--- src/hw/rtl/convex_polygon_sat_overlap_top_assert.svh ---
// Assertion macros for the polygon overlap block.
`ifndef CONVEX_POLYGON_SAT_OVERLAP_TOP_ASSERT_SVH
`define CONVEX_POLYGON_SAT_OVERLAP_TOP_ASSERT_SVH

// Same-cycle implication, disabled during reset.
`define CPSAT_ASSERT_IMPL(lbl, ante, cons, msg) \
    lbl: assert property (@(posedge i_clk) disable iff (!i_rst_n) (ante) |-> (cons)) \
        else $error(msg);

// Next-cycle implication, disabled during reset.
`define CPSAT_ASSERT_NEXT(lbl, ante, cons, msg) \
    lbl: assert property (@(posedge i_clk) disable iff (!i_rst_n) (ante) |=> (cons)) \
        else $error(msg);

`endif

--- src/hw/rtl/cpsat_pkg.sv ---
// Constants, control word layout and microcode ROM for the polygon overlap block.
package cpsat_pkg;

    localparam int MAX_VERTICES = 16;
    localparam int COORD_BITS   = 16;

    localparam int IDX_W  = (MAX_VERTICES > 1) ? $clog2(MAX_VERTICES) : 1;
    localparam int CNT_W  = $clog2(MAX_VERTICES + 1);
    localparam int AXIS_W = COORD_BITS + 1;
    localparam int PROD_W = COORD_BITS + AXIS_W;
    localparam int PROJ_W = PROD_W + 1;
    localparam int VERT_W = 2 * COORD_BITS;

    localparam logic signed [PROJ_W-1:0] PROJ_MAX = {1'b0, {(PROJ_W-1){1'b1}}};
    localparam logic signed [PROJ_W-1:0] PROJ_MIN = {1'b1, {(PROJ_W-1){1'b0}}};

    // Command codes
    localparam logic [1:0] FUNC_APPEND_A = 2'd0;
    localparam logic [1:0] FUNC_APPEND_B = 2'd1;
    localparam logic [1:0] FUNC_TEST     = 2'd2;
    localparam logic [1:0] FUNC_CLEAR    = 2'd3;

    // Sequencer steps
    localparam int STEP_W = 4;
    localparam logic [STEP_W-1:0] STEP_IDLE   = 4'd0;
    localparam logic [STEP_W-1:0] STEP_INIT   = 4'd1;
    localparam logic [STEP_W-1:0] STEP_RD_I   = 4'd2;
    localparam logic [STEP_W-1:0] STEP_RD_NXT = 4'd3;
    localparam logic [STEP_W-1:0] STEP_AXIS   = 4'd4;
    localparam logic [STEP_W-1:0] STEP_PROJ_A = 4'd5;
    localparam logic [STEP_W-1:0] STEP_PROJ_B = 4'd6;
    localparam logic [STEP_W-1:0] STEP_DRAIN0 = 4'd7;
    localparam logic [STEP_W-1:0] STEP_DRAIN1 = 4'd8;
    localparam logic [STEP_W-1:0] STEP_CHECK  = 4'd9;
    localparam logic [STEP_W-1:0] STEP_REPORT = 4'd10;

    // Read address select
    localparam logic [1:0] ADDR_J   = 2'd0;
    localparam logic [1:0] ADDR_I   = 2'd1;
    localparam logic [1:0] ADDR_NXT = 2'd2;

    // Projection issue
    localparam logic [1:0] ISSUE_NONE = 2'd0;
    localparam logic [1:0] ISSUE_A    = 2'd1;
    localparam logic [1:0] ISSUE_B    = 2'd2;

    // Datapath actions
    localparam logic [2:0] ACT_NONE   = 3'd0;
    localparam logic [2:0] ACT_INIT   = 3'd1;
    localparam logic [2:0] ACT_LATCH  = 3'd2;
    localparam logic [2:0] ACT_AXIS   = 3'd3;
    localparam logic [2:0] ACT_JINC   = 3'd4;
    localparam logic [2:0] ACT_CHECK  = 3'd5;
    localparam logic [2:0] ACT_REPORT = 3'd6;

    // Jump conditions
    localparam logic [2:0] COND_NEVER      = 3'd0;
    localparam logic [2:0] COND_ALWAYS     = 3'd1;
    localparam logic [2:0] COND_NOT_TEST   = 3'd2;
    localparam logic [2:0] COND_A_EMPTY    = 3'd3;
    localparam logic [2:0] COND_J_MORE     = 3'd4;
    localparam logic [2:0] COND_MORE_EDGES = 3'd5;

    typedef struct packed {
        logic [1:0]        addr_sel;
        logic [1:0]        issue;
        logic [2:0]        act;
        logic [2:0]        cond;
        logic [STEP_W-1:0] target;
    } t_cw;

    function automatic t_cw cpsat_rom(input logic [STEP_W-1:0] step);
        t_cw cw;
        cw = '{ADDR_J, ISSUE_NONE, ACT_NONE, COND_ALWAYS, STEP_IDLE};
        unique case (step)
            STEP_IDLE:   cw = '{ADDR_J,   ISSUE_NONE, ACT_NONE,   COND_NOT_TEST,   STEP_IDLE};
            STEP_INIT:   cw = '{ADDR_J,   ISSUE_NONE, ACT_INIT,   COND_A_EMPTY,    STEP_REPORT};
            STEP_RD_I:   cw = '{ADDR_I,   ISSUE_NONE, ACT_NONE,   COND_NEVER,      STEP_IDLE};
            STEP_RD_NXT: cw = '{ADDR_NXT, ISSUE_NONE, ACT_LATCH,  COND_NEVER,      STEP_IDLE};
            STEP_AXIS:   cw = '{ADDR_J,   ISSUE_NONE, ACT_AXIS,   COND_NEVER,      STEP_IDLE};
            STEP_PROJ_A: cw = '{ADDR_J,   ISSUE_A,    ACT_JINC,   COND_J_MORE,     STEP_PROJ_A};
            STEP_PROJ_B: cw = '{ADDR_J,   ISSUE_B,    ACT_JINC,   COND_J_MORE,     STEP_PROJ_B};
            STEP_DRAIN0: cw = '{ADDR_J,   ISSUE_NONE, ACT_NONE,   COND_NEVER,      STEP_IDLE};
            STEP_DRAIN1: cw = '{ADDR_J,   ISSUE_NONE, ACT_NONE,   COND_NEVER,      STEP_IDLE};
            STEP_CHECK:  cw = '{ADDR_J,   ISSUE_NONE, ACT_CHECK,  COND_MORE_EDGES, STEP_RD_I};
            STEP_REPORT: cw = '{ADDR_J,   ISSUE_NONE, ACT_REPORT, COND_ALWAYS,     STEP_IDLE};
            default:     cw = '{ADDR_J,   ISSUE_NONE, ACT_NONE,   COND_ALWAYS,     STEP_IDLE};
        endcase
        return cw;
    endfunction

endpackage

--- src/hw/rtl/cpsat_ram.sv ---
// Generic single-write, single-read RAM with registered read data.
module cpsat_ram #(
    parameter int WIDTH = 32,
    parameter int DEPTH = 16
) (
    input  logic                                        i_clk,
    input  logic                                        i_we,
    input  logic [((DEPTH > 1) ? $clog2(DEPTH) : 1)-1:0] i_waddr,
    input  logic [WIDTH-1:0]                            i_wdata,
    input  logic [((DEPTH > 1) ? $clog2(DEPTH) : 1)-1:0] i_raddr,
    output logic [WIDTH-1:0]                            o_rdata
);

    logic [WIDTH-1:0] r_mem [DEPTH];

    always_ff @(posedge i_clk) begin
        if (i_we) begin
            r_mem[i_waddr] <= i_wdata;
        end
        o_rdata <= r_mem[i_raddr];
    end

endmodule

--- src/hw/rtl/convex_polygon_sat_overlap_top.sv ---
// Top level of the 2-D convex polygon overlap tester (separating-axis test).
//
// Usage: drive i_func / i_vert_x / i_vert_y with start high while busy is low.
// Append and clear commands finish in the cycle they are taken; busy stays low,
// so appends stream one per cycle. A test command raises busy and runs a short
// microprogram: for each edge of polygon A it reads the two endpoints, forms the
// edge normal, then streams every vertex of A and of B through a two-stage
// project pipeline (registered multiply, then add plus running min/max) and
// checks the intervals for a strict gap. With A empty it goes straight to the
// result, and it ends early at the first separating edge; each store has a
// single read port, so the vertices are read one at a time. In the first
// cycle with busy low again, o_done pulses for one cycle with o_overlap and
// o_vertex_dropped; the receiver cannot stall it, so sample it on that edge.
// Appends beyond the store depth are discarded and flag o_vertex_dropped until
// the next clear.
module convex_polygon_sat_overlap_top (
    input  logic       i_clk,
    input  logic       i_rst_n,
    input  logic       start,
    output logic       busy,
    input  logic [1:0] i_func,
    input  logic signed [cpsat_pkg::COORD_BITS-1:0] i_vert_x,
    input  logic signed [cpsat_pkg::COORD_BITS-1:0] i_vert_y,
    output logic       o_done,
    output logic       o_overlap,
    output logic       o_vertex_dropped
);

    import cpsat_pkg::*;

    // Sequencer
    logic [STEP_W-1:0] r_step, n_step;
    t_cw               cw;
    logic              accept;
    logic              jump;

    // Stores and counts
    logic [CNT_W-1:0] r_cnt_a, r_cnt_b;
    logic             r_dropped;
    logic             we_a, we_b;
    logic [IDX_W-1:0] raddr;
    logic [VERT_W-1:0] rdata_a, rdata_b, wdata;

    // Edge loop
    logic [IDX_W-1:0] r_i, r_j, nxt;
    logic [CNT_W-1:0] j_lim;
    logic             j_more;
    logic             r_overlap;

    // Axis
    logic signed [COORD_BITS-1:0] r_ei_x, r_ei_y;
    logic signed [COORD_BITS-1:0] rd_a_x, rd_a_y, rd_x, rd_y;
    logic signed [AXIS_W-1:0]     r_nx, r_ny;

    // Projection pipeline
    logic                     issue_vld;
    logic                     r_rd_vld, r_rd_side, r_mul_vld, r_mul_side;
    logic signed [PROD_W-1:0] r_px, r_py;
    logic signed [PROJ_W-1:0] proj;
    logic signed [PROJ_W-1:0] r_min_a, r_max_a, r_min_b, r_max_b;
    logic                     sep;

    assign cw     = cpsat_rom(r_step);
    assign busy   = (r_step != STEP_IDLE);
    assign accept = start && (r_step == STEP_IDLE);

    // Append writes happen while idle, one per transaction
    assign wdata = {i_vert_y, i_vert_x};
    assign we_a  = accept && (i_func == FUNC_APPEND_A) && (r_cnt_a != CNT_W'(MAX_VERTICES));
    assign we_b  = accept && (i_func == FUNC_APPEND_B) && (r_cnt_b != CNT_W'(MAX_VERTICES));

    // Next vertex index with wrap to zero
    assign nxt = ((CNT_W'(r_i) + 1'b1) < r_cnt_a) ? r_i + 1'b1 : '0;

    always_comb begin
        unique case (cw.addr_sel)
            ADDR_I:   raddr = r_i;
            ADDR_NXT: raddr = nxt;
            default:  raddr = r_j;
        endcase
    end

    cpsat_ram #(.WIDTH(VERT_W), .DEPTH(MAX_VERTICES)) u_store_a (
        .i_clk  (i_clk),
        .i_we   (we_a),
        .i_waddr(r_cnt_a[IDX_W-1:0]),
        .i_wdata(wdata),
        .i_raddr(raddr),
        .o_rdata(rdata_a)
    );

    cpsat_ram #(.WIDTH(VERT_W), .DEPTH(MAX_VERTICES)) u_store_b (
        .i_clk  (i_clk),
        .i_we   (we_b),
        .i_waddr(r_cnt_b[IDX_W-1:0]),
        .i_wdata(wdata),
        .i_raddr(raddr),
        .o_rdata(rdata_b)
    );

    assign rd_a_x = rdata_a[COORD_BITS-1:0];
    assign rd_a_y = rdata_a[VERT_W-1:COORD_BITS];
    assign rd_x   = r_rd_side ? rdata_b[COORD_BITS-1:0] : rd_a_x;
    assign rd_y   = r_rd_side ? rdata_b[VERT_W-1:COORD_BITS] : rd_a_y;

    // Inner loop bound follows the store being projected
    assign j_lim     = (cw.issue == ISSUE_B) ? r_cnt_b : r_cnt_a;
    assign j_more    = (CNT_W'(r_j) + 1'b1) < j_lim;
    assign issue_vld = (cw.issue != ISSUE_NONE) && (CNT_W'(r_j) < j_lim);

    assign proj = PROJ_W'(r_px) + PROJ_W'(r_py);
    assign sep  = (r_max_a < r_min_b) || (r_max_b < r_min_a);

    always_comb begin
        unique case (cw.cond)
            COND_NEVER:      jump = 1'b0;
            COND_ALWAYS:     jump = 1'b1;
            COND_NOT_TEST:   jump = !(accept && (i_func == FUNC_TEST));
            COND_A_EMPTY:    jump = (r_cnt_a == '0);
            COND_J_MORE:     jump = j_more;
            COND_MORE_EDGES: jump = !sep && ((CNT_W'(r_i) + 1'b1) < r_cnt_a);
            default:         jump = 1'b0;
        endcase
        n_step = jump ? cw.target : r_step + 1'b1;
    end

    // Control state
    always_ff @(posedge i_clk) begin
        if (!i_rst_n) begin
            r_step     <= STEP_IDLE;
            r_cnt_a    <= '0;
            r_cnt_b    <= '0;
            r_dropped  <= 1'b0;
            r_rd_vld   <= 1'b0;
            r_mul_vld  <= 1'b0;
            o_done     <= 1'b0;
        end else begin
            r_step    <= n_step;
            r_rd_vld  <= issue_vld;
            r_mul_vld <= r_rd_vld;
            o_done    <= (cw.act == ACT_REPORT);
            if (accept) begin
                case (i_func)
                    FUNC_APPEND_A: begin
                        if (we_a) r_cnt_a <= r_cnt_a + 1'b1;
                        else      r_dropped <= 1'b1;
                    end
                    FUNC_APPEND_B: begin
                        if (we_b) r_cnt_b <= r_cnt_b + 1'b1;
                        else      r_dropped <= 1'b1;
                    end
                    FUNC_CLEAR: begin
                        r_cnt_a   <= '0;
                        r_cnt_b   <= '0;
                        r_dropped <= 1'b0;
                    end
                    default: ;
                endcase
            end
        end
    end

    // Datapath
    always_ff @(posedge i_clk) begin
        r_rd_side  <= (cw.issue == ISSUE_B);
        r_mul_side <= r_rd_side;
        r_px       <= rd_x * r_nx;
        r_py       <= rd_y * r_ny;

        case (cw.act)
            ACT_INIT: begin
                r_i       <= '0;
                r_overlap <= 1'b1;
            end
            ACT_LATCH: begin
                r_ei_x <= rd_a_x;
                r_ei_y <= rd_a_y;
            end
            ACT_AXIS: begin
                // normal of edge (i -> nxt): (-(yi - yn), xi - xn)
                r_nx    <= AXIS_W'(rd_a_y) - AXIS_W'(r_ei_y);
                r_ny    <= AXIS_W'(r_ei_x) - AXIS_W'(rd_a_x);
                r_j     <= '0;
                r_min_a <= PROJ_MAX;
                r_max_a <= PROJ_MIN;
                r_min_b <= PROJ_MAX;
                r_max_b <= PROJ_MIN;
            end
            ACT_JINC: begin
                r_j <= j_more ? r_j + 1'b1 : '0;
            end
            ACT_CHECK: begin
                if (sep) r_overlap <= 1'b0;
                r_i <= r_i + 1'b1;
            end
            ACT_REPORT: begin
                o_overlap        <= r_overlap;
                o_vertex_dropped <= r_dropped;
            end
            default: ;
        endcase

        if (r_mul_vld) begin
            if (r_mul_side) begin
                if (proj < r_min_b) r_min_b <= proj;
                if (proj > r_max_b) r_max_b <= proj;
            end else begin
                if (proj < r_min_a) r_min_a <= proj;
                if (proj > r_max_a) r_max_a <= proj;
            end
        end
    end

    `include "convex_polygon_sat_overlap_top_assert.svh"

    `CPSAT_ASSERT_IMPL(a_done_when_idle, o_done, !busy, "result strobe while busy")
    `CPSAT_ASSERT_NEXT(a_test_goes_busy, accept && (i_func == FUNC_TEST), busy, "test not started")
    `CPSAT_ASSERT_IMPL(a_cnt_bound, 1'b1, (r_cnt_a <= CNT_W'(MAX_VERTICES)) && (r_cnt_b <= CNT_W'(MAX_VERTICES)), "vertex count over capacity")
    `CPSAT_ASSERT_IMPL(a_pipe_empty_at_check, r_step == STEP_CHECK, !r_rd_vld && !r_mul_vld, "projection pipeline not drained at check")

endmodule

--- config.mk ---
export PLATFORM = sky130hd
export DESIGN_NAME = convex_polygon_sat_overlap_top
export DESIGN_NICKNAME = d
export VERILOG_FILES = /design/src/hw/rtl/cpsat_pkg.sv /design/src/hw/rtl/cpsat_ram.sv /design/src/hw/rtl/convex_polygon_sat_overlap_top.sv
export VERILOG_INCLUDE_DIRS = /design/src /design/src/hw/rtl
export SDC_FILE = /design/constraint.sdc
export NUM_CORES = 2
export LEC_CHECK = 0
export ABC_AREA = 1
export BUFFER_PORTS_ARGS = -buffer_cell sky130_fd_sc_hd__buf_2
export CORE_UTILIZATION = 58
export CTS_CLUSTER_DIAMETER = 50
export DETAILED_ROUTE_END_ITERATION = 10
export PLACE_DENSITY_LB_ADDON = 0.25
export SKIP_CTS_REPAIR_TIMING = 1
export SLEW_MARGIN = 20
export SYNTH_ARGS = -nofsm -noshare
export SYNTH_HDL_FRONTEND = slang
export SYNTH_SLANG_ARGS = --single-unit
export TNS_END_PERCENT = 30
--- constraint.sdc ---
create_clock -name i_clk -period 5.8 [get_ports i_clk]
set_input_delay 0.58 -clock i_clk [delete_from_list [all_inputs] [get_ports i_clk]]
set_output_delay 0.58 -clock i_clk [all_outputs]
set_load 0.005 [all_outputs]
# After elaboration in Yosys (flattened, before gate mapping)
# Memories as Yosys holds them, arrays and structs flattened. A register that Yosys moved wholly into a read port is not among the register bits.
# Cells that the tools add are included.
# word_totals
in_bits	37
ram_bits	1024
mem_bits_ro	224
mem_count	3
register_bits	299
elab_cells	137
# classes
add_sub_neg	10
n_eq_ne	24
mux	40
magnitude_cmp	9
n_mul	2
reduce_logical	25
# memory_table
memory	depth	width	rd	rd_ports_with_merged_regs	wr	line_no	rtl
u_store_a.r_mem	16	32	1	1	1	cpsat_ram.sv:14	logic [WIDTH-1:0] r_mem [DEPTH];
u_store_b.r_mem	16	32	1	1	1	cpsat_ram.sv:14	
(name not given)	16	14	1	1	0	cpsat_pkg.sv:75	unique case (step)
# op_table
operator	count
two-way mux 34 bit	16
< comparator 34 bit	4
> comparator 34 bit	2
multiplier 16 x 17 -> 33 bit	2
adder 33 x 33 -> 34 bit	1
subtractor 16 x 16 -> 17 bit	2
two-way mux 16 bit	2
case mux 4 bit (2 select lines)	3
case mux 5 bit (2 select lines)	2
two-way mux 4 bit	4
== test 3 bit, second input constant	5
two-way mux 5 bit	3
adder 4 x 1 -> 4 bit, second input constant	3
== test 3 x 2 -> 1 bit, second input constant	4
adder 4 x 1 -> 5 bit, second input constant	2
adder 5 x 1 -> 5 bit, second input constant	2
< comparator 5 bit	2
!= test 5 bit, second input constant	2
nonzero test 2 bit	5
== test 2 bit, second input constant	4
logical AND 1 bit	8
two-way mux 1 bit	7
== test 3 x 1 -> 1 bit, second input constant	2
!= test 2 bit, second input constant	3
16 further kinds	20

# Depth between registers and ports, before layout
# depth
word_depth	7
ltp_mapped	31

# Hierarchy
# A second synthesis with hierarchy kept.
# unflattened
hier_cells	8927
area_unflattened_um2	84582.4
# modules_own_cells
mod	area_each_um2	cells_each	n_inst
cpsat_ram	22730.6	2120	2
convex_polygon_sat_overlap_top	39121.3	4687	1

# Worst setup path before layout
# No wires, ideal clock.
# synth_path
kind	flip-flop to flip-flop
startpoint	register r_rd_side
endpoint	register r_py[30]
stages_incl_launch_ff	25
n_path_buf	2
setup_slack_ps	-538
required_ps	5675
arrival_ps	6213
path_cell_list	dfxtp_1 -> inv_1 -> clkbuf_1 -> clkbuf_1 -> o21ai_1 -> nor2_1 -> inv_1 -> fa_1 -> inv_1 -> fa_1 -> fa_1 -> fa_1 -> fa_1 -> inv_1 -> fa_1 -> inv_1 -> ha_1 -> nand2_1 -> nor4_1 -> nand3_1 -> nand3_1 -> nand3_1 -> nand2_1 -> a31oi_1 -> xor2_1
# synth_via
elab_chain_cells	2
# synth_lines
item	line_no	rtl
from (decl)	convex_polygon_sat_overlap_top.sv:57	logic r_rd_vld, r_rd_side, r_mul_vld, r_mul_side;
from (signal assigned)	convex_polygon_sat_overlap_top.sv:165	r_rd_side <= (cw.issue == ISSUE_B);
two-way mux 16 bit	convex_polygon_sat_overlap_top.sv:104	assign rd_y = r_rd_side ? rdata_b[VERT_W-1:COORD_BITS] : rd_a_y;
multiplier 16 x 17 -> 33 bit	convex_polygon_sat_overlap_top.sv:168	r_py <= rd_y * r_ny;
to (signal assigned)	convex_polygon_sat_overlap_top.sv:168	
to (decl)	convex_polygon_sat_overlap_top.sv:58	logic signed [PROD_W-1:0] r_px, r_py;
# Every way passes these cells.
# A chain may end at the register's enable or synchronous reset.

# Final worst setup path
# layout_path
startpoint	register r_rd_side
endpoint	register r_py[28]
# The elaborated chain is that of the path after synthesis.

==> results.md <==
* Worst min-delay path class: primary input to register
* Result of the run: finished with violations
* Clk pin slew, worst setup/hold paths at about 0.060 ns
* Post-detailed-routing wire length at 215,600 um
* Vias per cell at 5.574
* Critical path endpoint category: register
* Antenna violations before repair at 16
* Setup repair after global routing missed its margin: yes
* Crit. Startpoint: r_rd_side
* Final setup violation count at 23
* Endpoint required time on the critical path at 6.47 ns
* Synth warn at 0
* Max Fclk at 167.1 MHz
* Worst hold slack at between 0.15 and 0.2 ns
* Accumulated negative setup slack at -2.530 ns
* Worst skew pair latency at 0.80 ns
* DR WL/cell at 20.59 um
* Largest net degree at the start of global routing at about 240
* Htree depth at 4
* Length of the first detailed-routing pass in iterations at 6
* Placed cell areas at between 0.08 and 0.09 sq mm
* Vias in the first global route at 57,640
* Post-synthesis async set-or-reset flop share at 0
* Transition at the pin with the smallest max-transition slack at approximately 1.2 ns
* Total half-perimeter wirelength after legalization and detailed placement at approximately 150,000 um
* Congestion Overflow GR at 0
* Routability congestion estimate from global placement at 0.9918
* Syn Std Cell Area at 0.08200 sq mm
* Fin. Hold Viols at 0
* TritonCTS clock tree: yes
* Pins Over Slew Limit at 0
* Worst reg2reg setup slack at -0.18 ns
* Capture point of the worst reg-to-reg path: r_py[28]
* Number of violations of the max-capacitance limit at 0
* Post-layout worst setup margin at -0.1848 ns
* Core area at 0.1399 sq mm
* IO Pins at 41
* Nets in the synthesized netlist at 9,106
* Clock tree root driver cell: clkbuf_16
* Number of instances in the synthesized netlist at 8,051
* End point of the critical path: r_py[28]
* Arrival time reported for the critical path endpoint at 6.66 ns
* Post-synth cell types at 58
* Detailed Route Iter0 Violations at 5,178
* Highest fanout seen on the critical path at 10
* Count of buffers inserted at the top-level ports at 40
* Prevailing post-synth register cell: edfxtp_1
* Net count, final at 9,515
* Starting utilization of the core area at 0.5862
* Final std cell area, no fill at 0.09397 sq mm
* Worst slew margin relative to its limit at 0.2043
* Aggregate global-route resource usage at 0.3025
* Layout cells sized above 1 at 0.1227
* Worst setup path class: register to register
* Type of origin of the critical path: register
* Violations in the final reports: setup timing
* Longest Clk Path Bufs at 3
* Full die area at between 0.1 and 0.15 sq mm
* Rows at 137
* Number of flip-flops and latches in the synthesized netlist at 1,400
* Routed vias at a little under 60,000
* Number of buffers added by the clock tree synthesis step at 154
* Final worst clock skew at between 0.06 and 0.07 ns
* Most common library cell in the layout ignoring fill and taps: inv_1
* Top library cells by usage in the layout, fill and taps aside: 1,574 x inv_1, 1,263 x nand2_1, 1,101 x edfxtp_1, 532 x fa_1, 471 x buf_4
* Remaining DRCs at 0
* Period minus WS final at 5.985 ns
* Count of flip-flops with a built-in enable after synthesis at 1,101
* Antenna viol nets, final at 0
* Global-route wire length before repair at 328,400 um
* Core utilization of the finished layout at 0.6718
* Launch instance of the worst register-to-register path: r_rd_side
* Filler cell count in the final layout at 10,650
* Sinks on the clock net at 1,400
* Die Y-Extent at 378.0 um
* Area overhead of the layout relative to synthesis at 14.60%
* Width of the die at 378.0 um
* Sequential fraction of the synthesis area at 0.4762
* Period Utilization, post-route at 1.032
* Mean instance size in the synthesized netlist at 10.18 sq um
* R2R cell count at 27
[critical path: stages (launching register included)]
cell and delay [ns]:
dfxtp_2 0.36, inv_2 0.06, buf_12 0.13, or2_2 0.29
nand2_4 0.08, clkinvlp_4 0.11, buf_12 0.15, buf_4 0.13
nand2_1 0.06, fa_1 0.45, inv_4 0.13, fa_1 0.44
fa_1 0.49, fa_1 0.53, fa_1 0.50, inv_1 0.05
fa_1 0.47, inv_1 0.05, ha_1 0.33, nand2_1 0.15
buf_4 0.13, o21ai_1 0.06, a21oi_1 0.18, nand3_2 0.13
nand3_2 0.10, nand2_4 0.07, buf_4 0.15, xor2_1 0.13
[state kept, by name, indices dropped and copies added, names as in the netlist, 4 cells and up]
| register | flops |
|---|---|
| cw | 13 |
| r_cnt_a | 5 |
| r_cnt_b | 5 |
| r_ei_x | 16 |
| r_ei_y | 16 |
| r_i | 4 |
| r_j | 4 |
| r_max_a | 34 |
| r_max_b | 34 |
| r_min_a | 34 |
| r_min_b | 34 |
| r_nx | 17 |
| r_ny | 17 |
| r_px | 33 |
| r_py | 33 |
| r_step | 4 |
| u_store_a.o_rdata | 32 |
| u_store_a.r_mem | 512 |
| u_store_b.o_rdata | 32 |
| u_store_b.r_mem | 512 |
[worst min path at each step]
stage	startpoint	slack [ns]	to	cells after the start
floorplan	r_rd_side	0.36	r_mul_side	0
global placement	r_overlap	0.41	o_overlap	0
detailed placement	r_rd_vld	0.41	r_mul_vld	2
CTS	i_rst_n	0.11	r_cnt_b[0]	3
global route	i_rst_n	0.14	r_cnt_a[0]	3
finish	i_rst_n	0.16	r_cnt_b[0]	3
[layer usage]
metal | global-route usage | vias to the layer above | routed length [um]
met4 | 0.1150 | 2 | 8296
met1 | 0.4091 | 28300 | 88960
met3 | 0.04742 | 428 | 16360
li1 | - | 27330 | -
met5 | 0 | - | 13
met2 | 0.4930 | 2288 | 101900
[synth_stat cells, drive strengths merged, types with 19 or more instances]
master,count,area (sq um)
o21ai,361,1822
dfxtp,299,5986
clkinv,20,76.32
nor3,31,160.1
buf,153,809.5
xor2,97,849.6
or2,33,206.5
a21o,21,157.7
nor2,467,1760
nand2,1287,4831
a31oi,19,118.9
clkbuf,156,585.6
edfxtp,1101,33060
inv,1602,6013
nand3,475,2392
ha,463,5793
a21oi,252,1261
fa,555,11110
o211ai,467,3511
o221ai,22,192.7
nand4,44,275.3
xnor2,46,402.9
[layout make-up]
type,count,area [sq um],area share
Antenna cell,8,20.02,0.0002130
Clock buffer,208,4220,0.04491
Clock inverter,73,974.7,0.01037
Inverter,1622,6118,0.06511
Multi-Input combinational cell,4722,36640,0.3899
Sequential cell,1400,39050,0.4156
Tap cell,1876,2347,0.02498
Timing Repair Buffer,559,4588,0.04883
Timing Repair inverter,1,7.507,0.00007989
[metrics by stage]
step           cells  worst slack, ns
3_5_place_dp   10150          -0.3570
2_1_floorplan   8051         -0.01558
6_report       10470          -0.1848
4_1_cts        10430          -0.3270
3_3_place_gp   10150          -0.2953
5_1_grt        10470          -0.3893
[kinds of logic (layout without fill, tap and decap cells)]
logic type | after synthesis | in the layout | synth area share
adders and majority gates | 1018 | 1018 | 0.2062
muxes | 1 | 1 | 0.0001221
buffers and inverters | 1931 | 2463 | 0.09128
other | 0 | 8 | 0
DFF | 1400 | 1400 | 0.4762
xor gates and xnor gates | 143 | 143 | 0.01527
and+or+nand+nor | 2356 | 2356 | 0.1189
AOI/OAI and AO/OA | 1202 | 1204 | 0.09203
Power is not shown: default switching activity piles up to over one toggle a cycle in this logic, so the estimate is an artifact.
